===== config.mk =====
export PLATFORM = sky130hd
export DESIGN_NAME = name_table_insert_delete_search_top_flat
export DESIGN_NICKNAME = d
export VERILOG_FILES = /design/src/rtl/ntids_pkg.sv /design/src/rtl/ntids_if.sv /design/src/rtl/name_table_insert_delete_search_top.sv /design/src/rtl/ntids_ram.sv /design/src/rtl/ntids_ctrl.sv /design/src/flat_wrapper.sv
export SDC_FILE = /design/constraint.sdc
export NUM_CORES = 2
export LEC_CHECK = 0
export BUFFER_PORTS_ARGS = -buffer_cell sky130_fd_sc_hd__buf_2
export CAP_MARGIN = 10
export CELL_PAD_IN_SITES_DETAIL_PLACEMENT = 1
export CELL_PAD_IN_SITES_GLOBAL_PLACEMENT = 1
export CORE_MARGIN = 4
export CORE_UTILIZATION = 53
export CTS_BUF_LIST = sky130_fd_sc_hd__clkbuf_4 sky130_fd_sc_hd__clkbuf_8
export DETAILED_ROUTE_END_ITERATION = 8
export GPL_TIMING_DRIVEN = 0
export PLACE_DENSITY_LB_ADDON = 0.1
export SLEW_MARGIN = 20
export SYNTH_ARGS = -nofsm -noshare
export SYNTH_HDL_FRONTEND = slang
export SYNTH_SLANG_ARGS = --single-unit

===== constraint.sdc =====
create_clock -name clock -period 18.5 [get_ports clock]
set_input_delay 2.775 -clock clock [delete_from_list [all_inputs] [get_ports clock]]
set_output_delay 2.775 -clock clock [all_outputs]
set_load 0.01 [all_outputs]

===== src/rtl/ntids_pkg.sv =====
package ntids_pkg;

   localparam int TABLE_DEPTH_DEF = 16;
   localparam int MAX_RESULTS     = 16;
   localparam int CMD_W           = 2;
   localparam int HEAD_W          = 64;
   localparam int TAIL_W          = 8;
   localparam int NAME_W          = HEAD_W + TAIL_W;
   localparam int STATUS_W        = 3;
   localparam int SLOT_W          = 4;
   localparam int OCC_W           = 5;

   typedef enum logic [CMD_W-1:0] {
      CMD_CREATE = 2'd0,
      CMD_DELETE = 2'd1,
      CMD_SEARCH = 2'd2,
      CMD_LIST   = 2'd3
   } cmd_type;

   typedef enum logic [STATUS_W-1:0] {
      ST_CREATED  = 3'd0,
      ST_DUP      = 3'd1,
      ST_FULL     = 3'd2,
      ST_DELETED  = 3'd3,
      ST_NOTFOUND = 3'd4,
      ST_FOUND    = 3'd5,
      ST_LISTED   = 3'd6,
      ST_EMPTY    = 3'd7
   } status_type;

   typedef struct packed {
      status_type         status;
      logic [SLOT_W-1:0]  slot_index;
      logic [HEAD_W-1:0]  entry_head;
      logic [TAIL_W-1:0]  entry_tail;
      logic [OCC_W-1:0]   occupancy;
      logic               last_of_run;
   } rsp_type;

endpackage


===== src/rtl/ntids_if.sv =====
interface ntids_req_if;
   logic                              valid;
   logic                              ready;
   logic [ntids_pkg::CMD_W-1:0]       cmd;
   logic [ntids_pkg::HEAD_W-1:0]      key_head;
   logic [ntids_pkg::TAIL_W-1:0]      key_tail;

   modport source (output valid, cmd, key_head, key_tail, input ready);
   modport sink   (input valid, cmd, key_head, key_tail, output ready);
endinterface

interface ntids_rsp_if;
   logic                              valid;
   logic                              ready;
   logic [ntids_pkg::STATUS_W-1:0]    status;
   logic [ntids_pkg::SLOT_W-1:0]      slot_index;
   logic [ntids_pkg::HEAD_W-1:0]      entry_head;
   logic [ntids_pkg::TAIL_W-1:0]      entry_tail;
   logic [ntids_pkg::OCC_W-1:0]       occupancy;
   logic                              last_of_run;

   modport source (output valid, status, slot_index, entry_head, entry_tail, occupancy,
                   last_of_run, input ready);
   modport sink   (input valid, status, slot_index, entry_head, entry_tail, occupancy,
                   last_of_run, output ready);
endinterface


===== src/rtl/name_table_insert_delete_search_top.sv =====
// channel   dir  handshake              payload
// req_bus   in   valid/ready            cmd, key_head, key_tail
// rsp_bus   out  valid/ready            status, slot_index, entry_head, entry_tail,
//                                       occupancy, last_of_run
//
// Create, delete and search walk the stored names through one 72-bit comparator,
// one entry per cycle behind the RAM's registered read; a delete that hits then
// moves the last entry into the freed slot. List reads each entry and sends it out.
// One transaction at a time; req_bus.ready is low until the last response is taken.
// Synchronous reset empties the table.
module name_table_insert_delete_search_top #(
   parameter int TABLE_DEPTH = ntids_pkg::TABLE_DEPTH_DEF
) (
   input  logic         clock,
   input  logic         reset,
   ntids_req_if.sink    req_bus,
   ntids_rsp_if.source  rsp_bus
);

   localparam int IDX_W = (TABLE_DEPTH > 1) ? $clog2(TABLE_DEPTH) : 1;

   logic                           ram_we;
   logic [IDX_W-1:0]               ram_waddr;
   logic [ntids_pkg::NAME_W-1:0]   ram_wdata;
   logic                           ram_re;
   logic [IDX_W-1:0]               ram_raddr;
   logic [ntids_pkg::NAME_W-1:0]   ram_rdata;

   ntids_ctrl #(
      .TABLE_DEPTH (TABLE_DEPTH)
   ) u_ctrl (
      .clock     (clock),
      .reset     (reset),
      .req_bus   (req_bus),
      .rsp_bus   (rsp_bus),
      .ram_we    (ram_we),
      .ram_waddr (ram_waddr),
      .ram_wdata (ram_wdata),
      .ram_re    (ram_re),
      .ram_raddr (ram_raddr),
      .ram_rdata (ram_rdata)
   );

   ntids_ram #(
      .WIDTH (ntids_pkg::NAME_W),
      .DEPTH (TABLE_DEPTH)
   ) u_store (
      .clock (clock),
      .we    (ram_we),
      .waddr (ram_waddr),
      .wdata (ram_wdata),
      .re    (ram_re),
      .raddr (ram_raddr),
      .rdata (ram_rdata)
   );

`ifndef NO_ASSERTIONS
   a_no_accept_while_rsp: assert property (@(posedge clock) disable iff (reset)
      rsp_bus.valid |-> !req_bus.ready)
      else $error("request accepted while a response is pending");

   a_busy_after_accept: assert property (@(posedge clock) disable iff (reset)
      (req_bus.valid && req_bus.ready) |=> !req_bus.ready)
      else $error("ready stayed high after an accepted transaction");

   a_no_write_when_idle: assert property (@(posedge clock) disable iff (reset)
      ram_we |-> !req_bus.ready)
      else $error("table written while idle");

   a_single_is_last: assert property (@(posedge clock) disable iff (reset)
      (rsp_bus.valid && rsp_bus.status != ntids_pkg::ST_LISTED) |-> rsp_bus.last_of_run)
      else $error("single-result response without last_of_run");
`endif

endmodule


===== src/rtl/ntids_ram.sv =====
module ntids_ram #(
   parameter int WIDTH = ntids_pkg::NAME_W,
   parameter int DEPTH = ntids_pkg::TABLE_DEPTH_DEF
) (
   input  logic                                       clock,
   input  logic                                       we,
   input  logic [(DEPTH > 1 ? $clog2(DEPTH) : 1)-1:0] waddr,
   input  logic [WIDTH-1:0]                           wdata,
   input  logic                                       re,
   input  logic [(DEPTH > 1 ? $clog2(DEPTH) : 1)-1:0] raddr,
   output logic [WIDTH-1:0]                           rdata
);

   logic [WIDTH-1:0] mem_ff [DEPTH];
   logic [WIDTH-1:0] rdata_ff;

   always_ff @(posedge clock) begin
      if (we) begin
         mem_ff[waddr] <= wdata;
      end
      if (re) begin
         rdata_ff <= mem_ff[raddr];
      end
   end

   assign rdata = rdata_ff;

endmodule


===== src/rtl/ntids_ctrl.sv =====
module ntids_ctrl #(
   parameter int TABLE_DEPTH = ntids_pkg::TABLE_DEPTH_DEF
) (
   input  logic                                                   clock,
   input  logic                                                   reset,
   ntids_req_if.sink                                              req_bus,
   ntids_rsp_if.source                                            rsp_bus,
   output logic                                                   ram_we,
   output logic [(TABLE_DEPTH > 1 ? $clog2(TABLE_DEPTH) : 1)-1:0] ram_waddr,
   output logic [ntids_pkg::NAME_W-1:0]                           ram_wdata,
   output logic                                                   ram_re,
   output logic [(TABLE_DEPTH > 1 ? $clog2(TABLE_DEPTH) : 1)-1:0] ram_raddr,
   input  logic [ntids_pkg::NAME_W-1:0]                           ram_rdata
);

   localparam int IDX_W = (TABLE_DEPTH > 1) ? $clog2(TABLE_DEPTH) : 1;
   localparam int CNT_W = $clog2(TABLE_DEPTH + 1);

   typedef enum logic [2:0] {
      S_IDLE,
      S_SCAN,
      S_DEL_RD,
      S_DEL_WR,
      S_LST_RD,
      S_LST_OUT,
      S_RSP
   } state_type;

   state_type            state_ff,   state_in;
   ntids_pkg::cmd_type   cmd_ff,     cmd_in;
   logic [ntids_pkg::NAME_W-1:0] key_ff, key_in;
   logic [CNT_W-1:0]     count_ff,   count_in;
   logic [CNT_W-1:0]     idx_ff,     idx_in;
   logic                 cmp_vld_ff, cmp_vld_in;
   logic [CNT_W-1:0]     cmp_idx_ff, cmp_idx_in;
   logic [IDX_W-1:0]     slot_ff,    slot_in;
   logic                 rsp_vld_ff, rsp_vld_in;
   ntids_pkg::rsp_type   rsp_ff,     rsp_in;

   logic                 hit;
   logic [CNT_W-1:0]     count_m1;
   logic [CNT_W-1:0]     idx_nxt;
   logic                 lst_last;

   // single-result transaction: no name payload, always last
   function automatic ntids_pkg::rsp_type make_rsp(ntids_pkg::status_type st,
                                                    logic [CNT_W-1:0] slot,
                                                    logic [CNT_W-1:0] occ);
      ntids_pkg::rsp_type r;
      r.status      = st;
      r.slot_index  = ntids_pkg::SLOT_W'(slot);
      r.entry_head  = '0;
      r.entry_tail  = '0;
      r.occupancy   = ntids_pkg::OCC_W'(occ);
      r.last_of_run = 1'b1;
      return r;
   endfunction

   assign hit      = cmp_vld_ff && (ram_rdata == key_ff);
   assign count_m1 = count_ff - CNT_W'(1);
   assign idx_nxt  = idx_ff + CNT_W'(1);
   assign lst_last = (idx_nxt == count_ff) ||
                     (32'(idx_nxt) == 32'(ntids_pkg::MAX_RESULTS));

   always_comb begin
      state_in   = state_ff;
      cmd_in     = cmd_ff;
      key_in     = key_ff;
      count_in   = count_ff;
      idx_in     = idx_ff;
      cmp_vld_in = cmp_vld_ff;
      cmp_idx_in = cmp_idx_ff;
      slot_in    = slot_ff;
      rsp_vld_in = rsp_vld_ff;
      rsp_in     = rsp_ff;
      ram_we     = 1'b0;
      ram_waddr  = slot_ff;
      ram_wdata  = key_ff;
      ram_re     = 1'b0;
      ram_raddr  = idx_ff[IDX_W-1:0];

      case (state_ff)
         S_IDLE: begin
            if (req_bus.valid) begin
               cmd_in     = ntids_pkg::cmd_type'(req_bus.cmd);
               key_in     = {req_bus.key_head, req_bus.key_tail};
               idx_in     = '0;
               cmp_vld_in = 1'b0;
               if (req_bus.cmd != ntids_pkg::CMD_LIST) begin
                  state_in = S_SCAN;
               end else if (count_ff == '0) begin
                  rsp_in     = make_rsp(ntids_pkg::ST_EMPTY, '0, count_ff);
                  rsp_vld_in = 1'b1;
                  state_in   = S_RSP;
               end else begin
                  state_in = S_LST_RD;
               end
            end
         end

         // read of entry idx overlaps the compare of entry idx-1
         S_SCAN: begin
            ram_re = (idx_ff < count_ff);
            if (hit) begin
               case (cmd_ff)
                  ntids_pkg::CMD_CREATE: begin
                     rsp_in     = make_rsp(ntids_pkg::ST_DUP, '0, count_ff);
                     rsp_vld_in = 1'b1;
                     state_in   = S_RSP;
                  end
                  ntids_pkg::CMD_DELETE: begin
                     slot_in  = cmp_idx_ff[IDX_W-1:0];
                     state_in = S_DEL_RD;
                  end
                  ntids_pkg::CMD_SEARCH: begin
                     rsp_in     = make_rsp(ntids_pkg::ST_FOUND, cmp_idx_ff, count_ff);
                     rsp_vld_in = 1'b1;
                     state_in   = S_RSP;
                  end
                  default: begin
                     state_in = S_IDLE;
                  end
               endcase
            end else if (idx_ff == count_ff) begin
               if (cmd_ff == ntids_pkg::CMD_CREATE) begin
                  if (count_ff == CNT_W'(TABLE_DEPTH)) begin
                     rsp_in = make_rsp(ntids_pkg::ST_FULL, '0, count_ff);
                  end else begin
                     ram_we    = 1'b1;
                     ram_waddr = count_ff[IDX_W-1:0];
                     count_in  = count_ff + CNT_W'(1);
                     rsp_in    = make_rsp(ntids_pkg::ST_CREATED, count_ff, count_in);
                  end
               end else begin
                  rsp_in = make_rsp(ntids_pkg::ST_NOTFOUND, '0, count_ff);
               end
               rsp_vld_in = 1'b1;
               state_in   = S_RSP;
            end else begin
               cmp_vld_in = ram_re;
               cmp_idx_in = idx_ff;
               idx_in     = idx_nxt;
            end
         end

         S_DEL_RD: begin
            ram_re    = 1'b1;
            ram_raddr = count_m1[IDX_W-1:0];
            state_in  = S_DEL_WR;
         end

         // last entry moves into the freed slot; harmless when they coincide
         S_DEL_WR: begin
            ram_we     = 1'b1;
            ram_wdata  = ram_rdata;
            count_in   = count_m1;
            rsp_in     = make_rsp(ntids_pkg::ST_DELETED, CNT_W'(slot_ff), count_m1);
            rsp_vld_in = 1'b1;
            state_in   = S_RSP;
         end

         S_LST_RD: begin
            ram_re   = 1'b1;
            state_in = S_LST_OUT;
         end

         S_LST_OUT: begin
            rsp_in.status      = ntids_pkg::ST_LISTED;
            rsp_in.slot_index  = ntids_pkg::SLOT_W'(idx_ff);
            rsp_in.entry_head  = ram_rdata[ntids_pkg::NAME_W-1:ntids_pkg::TAIL_W];
            rsp_in.entry_tail  = ram_rdata[ntids_pkg::TAIL_W-1:0];
            rsp_in.occupancy   = ntids_pkg::OCC_W'(count_ff);
            rsp_in.last_of_run = lst_last;
            rsp_vld_in         = 1'b1;
            state_in           = S_RSP;
         end

         S_RSP: begin
            if (rsp_bus.ready) begin
               rsp_vld_in = 1'b0;
               if (rsp_ff.last_of_run) begin
                  state_in = S_IDLE;
               end else begin
                  idx_in   = idx_nxt;
                  state_in = S_LST_RD;
               end
            end
         end

         default: begin
            state_in = S_IDLE;
         end
      endcase
   end

   always_ff @(posedge clock) begin
      if (reset) begin
         state_ff   <= S_IDLE;
         count_ff   <= '0;
         rsp_vld_ff <= 1'b0;
         cmp_vld_ff <= 1'b0;
      end else begin
         state_ff   <= state_in;
         count_ff   <= count_in;
         rsp_vld_ff <= rsp_vld_in;
         cmp_vld_ff <= cmp_vld_in;
      end
      cmd_ff     <= cmd_in;
      key_ff     <= key_in;
      idx_ff     <= idx_in;
      cmp_idx_ff <= cmp_idx_in;
      slot_ff    <= slot_in;
      rsp_ff     <= rsp_in;
   end

   assign req_bus.ready       = (state_ff == S_IDLE);
   assign rsp_bus.valid       = rsp_vld_ff;
   assign rsp_bus.status      = rsp_ff.status;
   assign rsp_bus.slot_index  = rsp_ff.slot_index;
   assign rsp_bus.entry_head  = rsp_ff.entry_head;
   assign rsp_bus.entry_tail  = rsp_ff.entry_tail;
   assign rsp_bus.occupancy   = rsp_ff.occupancy;
   assign rsp_bus.last_of_run = rsp_ff.last_of_run;

endmodule


===== src/flat_wrapper.sv =====
// flat-port wrapper written by rule: the top's interface ports become plain ports
module name_table_insert_delete_search_top_flat 
#(
   parameter int TABLE_DEPTH = ntids_pkg::TABLE_DEPTH_DEF
)
  (clock, reset, req_bus_valid, req_bus_cmd, req_bus_key_head, req_bus_key_tail, req_bus_ready, rsp_bus_valid, rsp_bus_status, rsp_bus_slot_index, rsp_bus_entry_head, rsp_bus_entry_tail, rsp_bus_occupancy, rsp_bus_last_of_run, rsp_bus_ready);
  ntids_req_if req_bus_i ();
  ntids_rsp_if rsp_bus_i ();
  input  logic clock;
  input  logic reset;
  input wire logic [$bits(req_bus_i.valid)-1:0] req_bus_valid;
  input wire logic [$bits(req_bus_i.cmd)-1:0] req_bus_cmd;
  input wire logic [$bits(req_bus_i.key_head)-1:0] req_bus_key_head;
  input wire logic [$bits(req_bus_i.key_tail)-1:0] req_bus_key_tail;
  output wire logic [$bits(req_bus_i.ready)-1:0] req_bus_ready;
  output wire logic [$bits(rsp_bus_i.valid)-1:0] rsp_bus_valid;
  output wire logic [$bits(rsp_bus_i.status)-1:0] rsp_bus_status;
  output wire logic [$bits(rsp_bus_i.slot_index)-1:0] rsp_bus_slot_index;
  output wire logic [$bits(rsp_bus_i.entry_head)-1:0] rsp_bus_entry_head;
  output wire logic [$bits(rsp_bus_i.entry_tail)-1:0] rsp_bus_entry_tail;
  output wire logic [$bits(rsp_bus_i.occupancy)-1:0] rsp_bus_occupancy;
  output wire logic [$bits(rsp_bus_i.last_of_run)-1:0] rsp_bus_last_of_run;
  input wire logic [$bits(rsp_bus_i.ready)-1:0] rsp_bus_ready;
  assign req_bus_i.valid = req_bus_valid;
  assign req_bus_i.cmd = req_bus_cmd;
  assign req_bus_i.key_head = req_bus_key_head;
  assign req_bus_i.key_tail = req_bus_key_tail;
  assign req_bus_ready = req_bus_i.ready;
  assign rsp_bus_valid = rsp_bus_i.valid;
  assign rsp_bus_status = rsp_bus_i.status;
  assign rsp_bus_slot_index = rsp_bus_i.slot_index;
  assign rsp_bus_entry_head = rsp_bus_i.entry_head;
  assign rsp_bus_entry_tail = rsp_bus_i.entry_tail;
  assign rsp_bus_occupancy = rsp_bus_i.occupancy;
  assign rsp_bus_last_of_run = rsp_bus_i.last_of_run;
  assign rsp_bus_i.ready = rsp_bus_ready;
  name_table_insert_delete_search_top #(.TABLE_DEPTH(TABLE_DEPTH)) u_core (.clock(clock), .reset(reset), .req_bus(req_bus_i), .rsp_bus(rsp_bus_i));
endmodule

Word level (Yosys, flattened, before mapping)
Memories as Yosys holds them, arrays and structs flattened. A register that Yosys moved wholly into a read port is not among the register bits. Index checks and enable logic that the tools add are counted. W data, S select, Z words.

Flip-flop bits (word level): 182. Bits in latches: 0. RAM bits: 1152. Memory bits (read-only): 0. Output and inout bits: 87. Word-level logic and storage cells: 127. Memories kept: 1.

Memories: u_core.u_store.mem_ff (words 16, bits a word 72, read ports 1, clocked after Yosys merged registers in 1, wr ports 1, line ntids_ram.sv:14) `logic [WIDTH-1:0] mem_ff [DEPTH];`.

Add/sub/neg operators: 3. $mul: 0. Div/mod/pow operators: 0. Magnitude comparators: 1. Eq/ne operators: 27. Shift operators: 0. Muxes and demuxes: 56. Bitwise operators: 2. Reductions and logical operators: 22.

Operators with widths (count): $mux W85 (6); $pmux W85 S4 (1); $pmux W85 S2 (1); $mux W84 (1); $eq A72 B72 Y1 (1); $mux W72 (1); $mux W5 (9); $mux W4 (6); $ne A2 B2 Y1 const B (10); $mux W3 (6); $pmux W3 S6 (1); $mux W1 (16); $pmux W5 S3 (1); $reduce_and A6 Y1 (2); $add A5 B1 Y5 const B (2); $eq A5 B5 Y1 (2); $eq A5 B5 Y1 const B (2); $pmux W5 S2 (1); $eq A3 B3 Y1 const B (3); $reduce_and A3 Y1 (3); $reduce_bool A4 Y1 (2); $reduce_and A7 Y1 (1); $eq A3 B2 Y1 const B (2); $ne A3 B3 Y1 const B (2); other kinds (23) (29).

Depth between registers and ports, before layout
Depth after elaboration: 8. Depth in mapped cells: 12. Gate-level depth less buffers: 9.

Modules after synthesis
Synthesis repeated with hierarchy kept, for this count alone.

Cells, all modules: 2692. Area, all modules: 54287.1 um^2.

Modules (own cells, without submodules): ntids_ram (instances 1, cells each 1850, area an instance 45272.2 um^2); ntids_ctrl (instances 1, cells each 842, area an instance 9014.9 um^2).

Worst setup path after synthesis
No wires, ideal clock.

Path type: register -> register. From: register u_core.u_ctrl.count_ff[2]. To: memory u_core.u_store.mem_ff[7][0] in the netlist's numbering (enable). Library setup time: 0.609 ns. Arrival time: 7.382 ns. Data required time: 17.891 ns. Slack: 10.509 ns. Stages on the path, launching flop included: 10. Path buffers: 2. Period minus slack after synthesis: 7.991 ns. Cell sequence: dfxtp_1 > clkbuf_1 > inv_1 > ha_1 > and3_1 > nand3_1 > nor2_1 > clkbuf_1 > nand2_1 > o31ai_1.

Word-level cells in the longest chain between the ends: 8. Elaborated cells on any way between the ends: 14.

RTL lines: start, declared (line ntids_ctrl.sv:32) `logic [CNT_W-1:0] count_ff, count_in;`; start signal, assigned (line ntids_ctrl.sv:204) `count_ff <= count_in;`; $eq A5 B5 Y1 (line ntids_ctrl.sv:126) `if (count_ff == CNT_W'(TABLE_DEPTH)) begin`; $mux W1 (line ntids_ctrl.sv:126); $mux W1 (line ntids_ctrl.sv:125) `if (cmd_ff == ntids_pkg::CMD_CREATE) begin`; $mux W1 (line ntids_ctrl.sv:124) `end else if (idx_ff == count_ff) begin`; $mux W1 (line ntids_ctrl.sv:104) `if (hit) begin`; $pmux W1 S2 (line ntids_ctrl.sv:82) `case (state_ff)`; $mux W1 (line ntids_ram.sv:18) `if (we) begin`; $mux W1 (implied by the code) (line ntids_ram.sv:19) `mem_ff[waddr] <= wdata;`; end, declared (line ntids_ram.sv:14).

Parallel ways exist; a longest one is shown, timed or not.

Worst setup path after layout
From: register u_core.u_ctrl.count_ff[0]. To: register u_core.u_store.rdata_ff[20], in the netlist u_core.u_store.rdata[20], read port of u_core.u_store.mem_ff (data pin).

Word-level cells in the longest chain between the ends: 2. Elaborated cells on any way between the ends: 4.

RTL lines: $lt A5 B5 Y1 / $sub A5 B1 Y5 (equally long branches) (line ntids_ctrl.sv:103, ntids_ctrl.sv:60); $pmux W1 S2 / $mux W4 (equally long branches) (line ntids_ctrl.sv:82); end, declared (line ntids_ram.sv:15) `logic [WIDTH-1:0] rdata_ff;`.

Parallel ways exist; a longest one is shown, timed or not. A chain may end at the register's enable or synchronous reset.

==> qor.csv <==
metric;value;unit
status;finished, final reports clean;
# H-tree levels;4;
Synth Flop Type;edfxtp_1;
# setup viols final;0;
WHS Path Cells;0;
cell taking the most area after synthesis;edfxtp_1;
first-pass GRT wire length;279000;um
WHS;0.462;ns
Rel. slew slack;17.8;%
footprint of the multi-input gates;0.0139;mm^2
Mapped Area;0.0571;mm^2
DP Area;0.0620;mm^2
final design utilization;62.0;%
WL/cell;32.7;um
Fin Setup TNS;0;ns
detailed-route DRC error count;0;
die height;336;um
Setup Skew;0.0552;ns
Arrival @ worst endpoint;6.07;ns
nets@finish;4460;
clk_lat worst skew;0.91;ns
Post-CTS Setup Inserts;0;
drt total wl;195000;um
Starting Density;53.4;%
grt total ovfl;0;
setup ws final;13.04;ns
CP required;19.12;ns
post-route minimum period;5.46;ns
Synth top area share;73.5;%
TritonCTS Buffers;222;
Post-synth EDFFs;1396;
async set-reset flop share out of synthesis;0;%
vias in the first global route;39834;
number of placement rows;120;
worst vdd ir;0.000127;V
synth top area cells;edfxtp_1, a211oi_1, nand2_1, mux2i_1, and2_1;
DR vias/cell;6.45;
CTS tree;built;
class of the worst hold path;flip-flop to flip-flop;
total power;12.6;mW
width of the die;336;um
Final Max Slew Viols;0;
commonest non-fill, non-tap cell in the layout;edfxtp_1;
final instance area;0.0663;mm^2
initial antenna violation count;12;
RSZ-0062 raised after global routing;no;
Max FO, Critical Path;10;
Leak;22.3;nW
most frequent cells in the layout;edfxtp_1, nand2_1, a211oi_1;
layout cells sized above 1;16.6;%
# hold bufs at CTS;0;
fmax;183;MHz
I/O pin cnt;165;
CP Launch Type;flip-flop;
Seq cells post-synth;1406;
period utilisation layout;29.5;%
global placer's final weighted congestion;0.862;
Yosys warning count;0;
Worst-path clk slew;0.06;ns
Post-Place Cells;5550;
Area Growth Syn to Fin;16.2;%
largest net degree at the start of global routing;48;
syn nets;3973;
gr usage total;34.5;%
max cap viols;0;
power density over the cells;190;mW/mm^2
Cells after Synth;3884;
Antenna Nets Post-Route;0;
Final Hold Vio Count;0;
final non-filler cell total;5967;
Netlist cell types;60;
Setup CP Type;flip-flop to flip-flop;
DRT iter0 DRCs;4957;
Syn Area/Cell;14.7;um^2
R2R depth;11;
dpl hpwl;135000;um
Tightest Pin Transition;1.21;ns
post-CTS sizing;0;
CP endpoint kind;flip-flop;
die area;0.113;mm^2
# fillers;10073;
Core Footprint;0.107;mm^2
DP Worst Slack;13.20;ns
via count;38516;
clock buffer depth;3;
number of clock sinks;1406;
Register Area;0.0421;mm^2
DRT Pass-1 Iters;6;
CTS root buffer;clkbuf_8;
register area share after synthesis;73.8;%
Port Buf Inserts;164;
state kept, by name, indices dropped and copies added, names as in the netlist:
signal,flops
u_core.u_ctrl.rsp_bus.entry_tail,8
u_core.u_ctrl.rsp_bus.occupancy,5
u_core.u_ctrl.rsp_bus.valid,1
u_core.u_ctrl.key_ff,72
u_core.u_ctrl.count_ff,5
u_core.u_ctrl.cmd_ff,2
u_core.u_ctrl.rsp_bus.status,3
u_core.u_store.mem_ff,1152
u_core.u_store.rdata,72
u_core.u_ctrl.slot_ff,4
u_core.u_ctrl.rsp_bus.last_of_run,1
u_core.u_ctrl.idx_ff,5
u_core.u_ctrl.rsp_bus.entry_head,64
u_core.u_ctrl.cmp_idx_ff,4
u_core.u_ctrl.cmp_vld_ff,1
u_core.u_ctrl.rsp_bus.slot_index,4
u_core.u_ctrl.state_ff,3
final cells by class:
class	count	area share, %
Multi-Input combinational cell	2194	20.9
Timing Repair Buffer	263	4.42
Inverter	23	0.138
Clock inverter	84	0.697
Clock buffer	317	5.71
Buffer	261	1.86
Antenna cell	16	0.0604
Sequential cell	1406	63.5
Tap cell	1403	2.65
synthesized netlist by cell type (all sizes together), types with 3 or more instances:
cell,n
a211oi,508
xnor2,10
nor2,36
mux2,5
nand3,19
nor4,31
o21ai,23
and2,219
a221oi,3
clkbuf,158
nand2,536
edfxtp,1396
nor4b,3
o22ai,4
ha,11
inv,22
nand2b,16
xor2,57
nor3,14
o31ai,4
a2111oi,5
buf,103
nand4,14
nor2b,168
or3,3
or4,3
mux2i,147
o2111ai,4
a31oi,151
a21oi,170
a22oi,5
and3,4
dfxtp,10
final timing paths:
check                                    startpoint                            endpoint  slack [ns]
min           u_core.u_ctrl.cmp_idx_ff[1]$_DFFE_PP_  u_core.u_ctrl.slot_ff[1]$_DFFE_PP_        0.46
max reg2reg  u_core.u_ctrl.count_ff[0]$_SDFFE_PP0P_  u_core.u_store.rdata[20]$_DFFE_PP_       13.04
min reg2reg   u_core.u_ctrl.cmp_idx_ff[1]$_DFFE_PP_  u_core.u_ctrl.slot_ff[1]$_DFFE_PP_        0.46
max          u_core.u_ctrl.count_ff[0]$_SDFFE_PP0P_  u_core.u_store.rdata[20]$_DFFE_PP_       13.04
layer usage:
metal / GRT usage [%] / vias to the layer above / part of all wire (%)
li1: - / 15963 / -
met1: 46.3 / 19766 / 39
met2: 54.7 / 2320 / 47
met3: 7.79 / 461 / 9.9
met4: 15.3 / 6 / 4.3
met5: 0 / - / 0.021
cell families (layout without fill, tap and decap cells):
logic type / count (synthesis) / count (layout) / share of synthesized area [%]
muxes: 152 / 152 / 2.72
and+or+nand+nor: 1072 / 1072 / 9.25
adders and majority gates: 11 / 11 / 0.241
AOI/OAI and AO/OA: 892 / 892 / 10.6
other: 0 / 16 / 0
DFF: 1406 / 1406 / 73.8
buffers and inverters: 284 / 948 / 2.29
xor gates and xnor gates: 67 / 67 / 1.03
critical path: stages (launching register included):
cell      delay, ns
dfxtp_1        0.44
clkbuf_1       0.36
inv_1          0.25
ha_1           0.48
inv_1          0.13
mux2i_4        0.80
buf_2          0.65
buf_2          0.60
clkbuf_1       0.61
a211oi_1       0.16
a211oi_1       0.61
a21oi_1        0.10
power breakdown:
group	switching, mW	total (mW)	internal (mW)
Clock	1.25	2.58	1.33
Sequential	0.244	4.50	4.26
Combinational	4.08	5.51	1.44
Total	5.57	12.6	7.02
(Power assumes the default switching activity.)
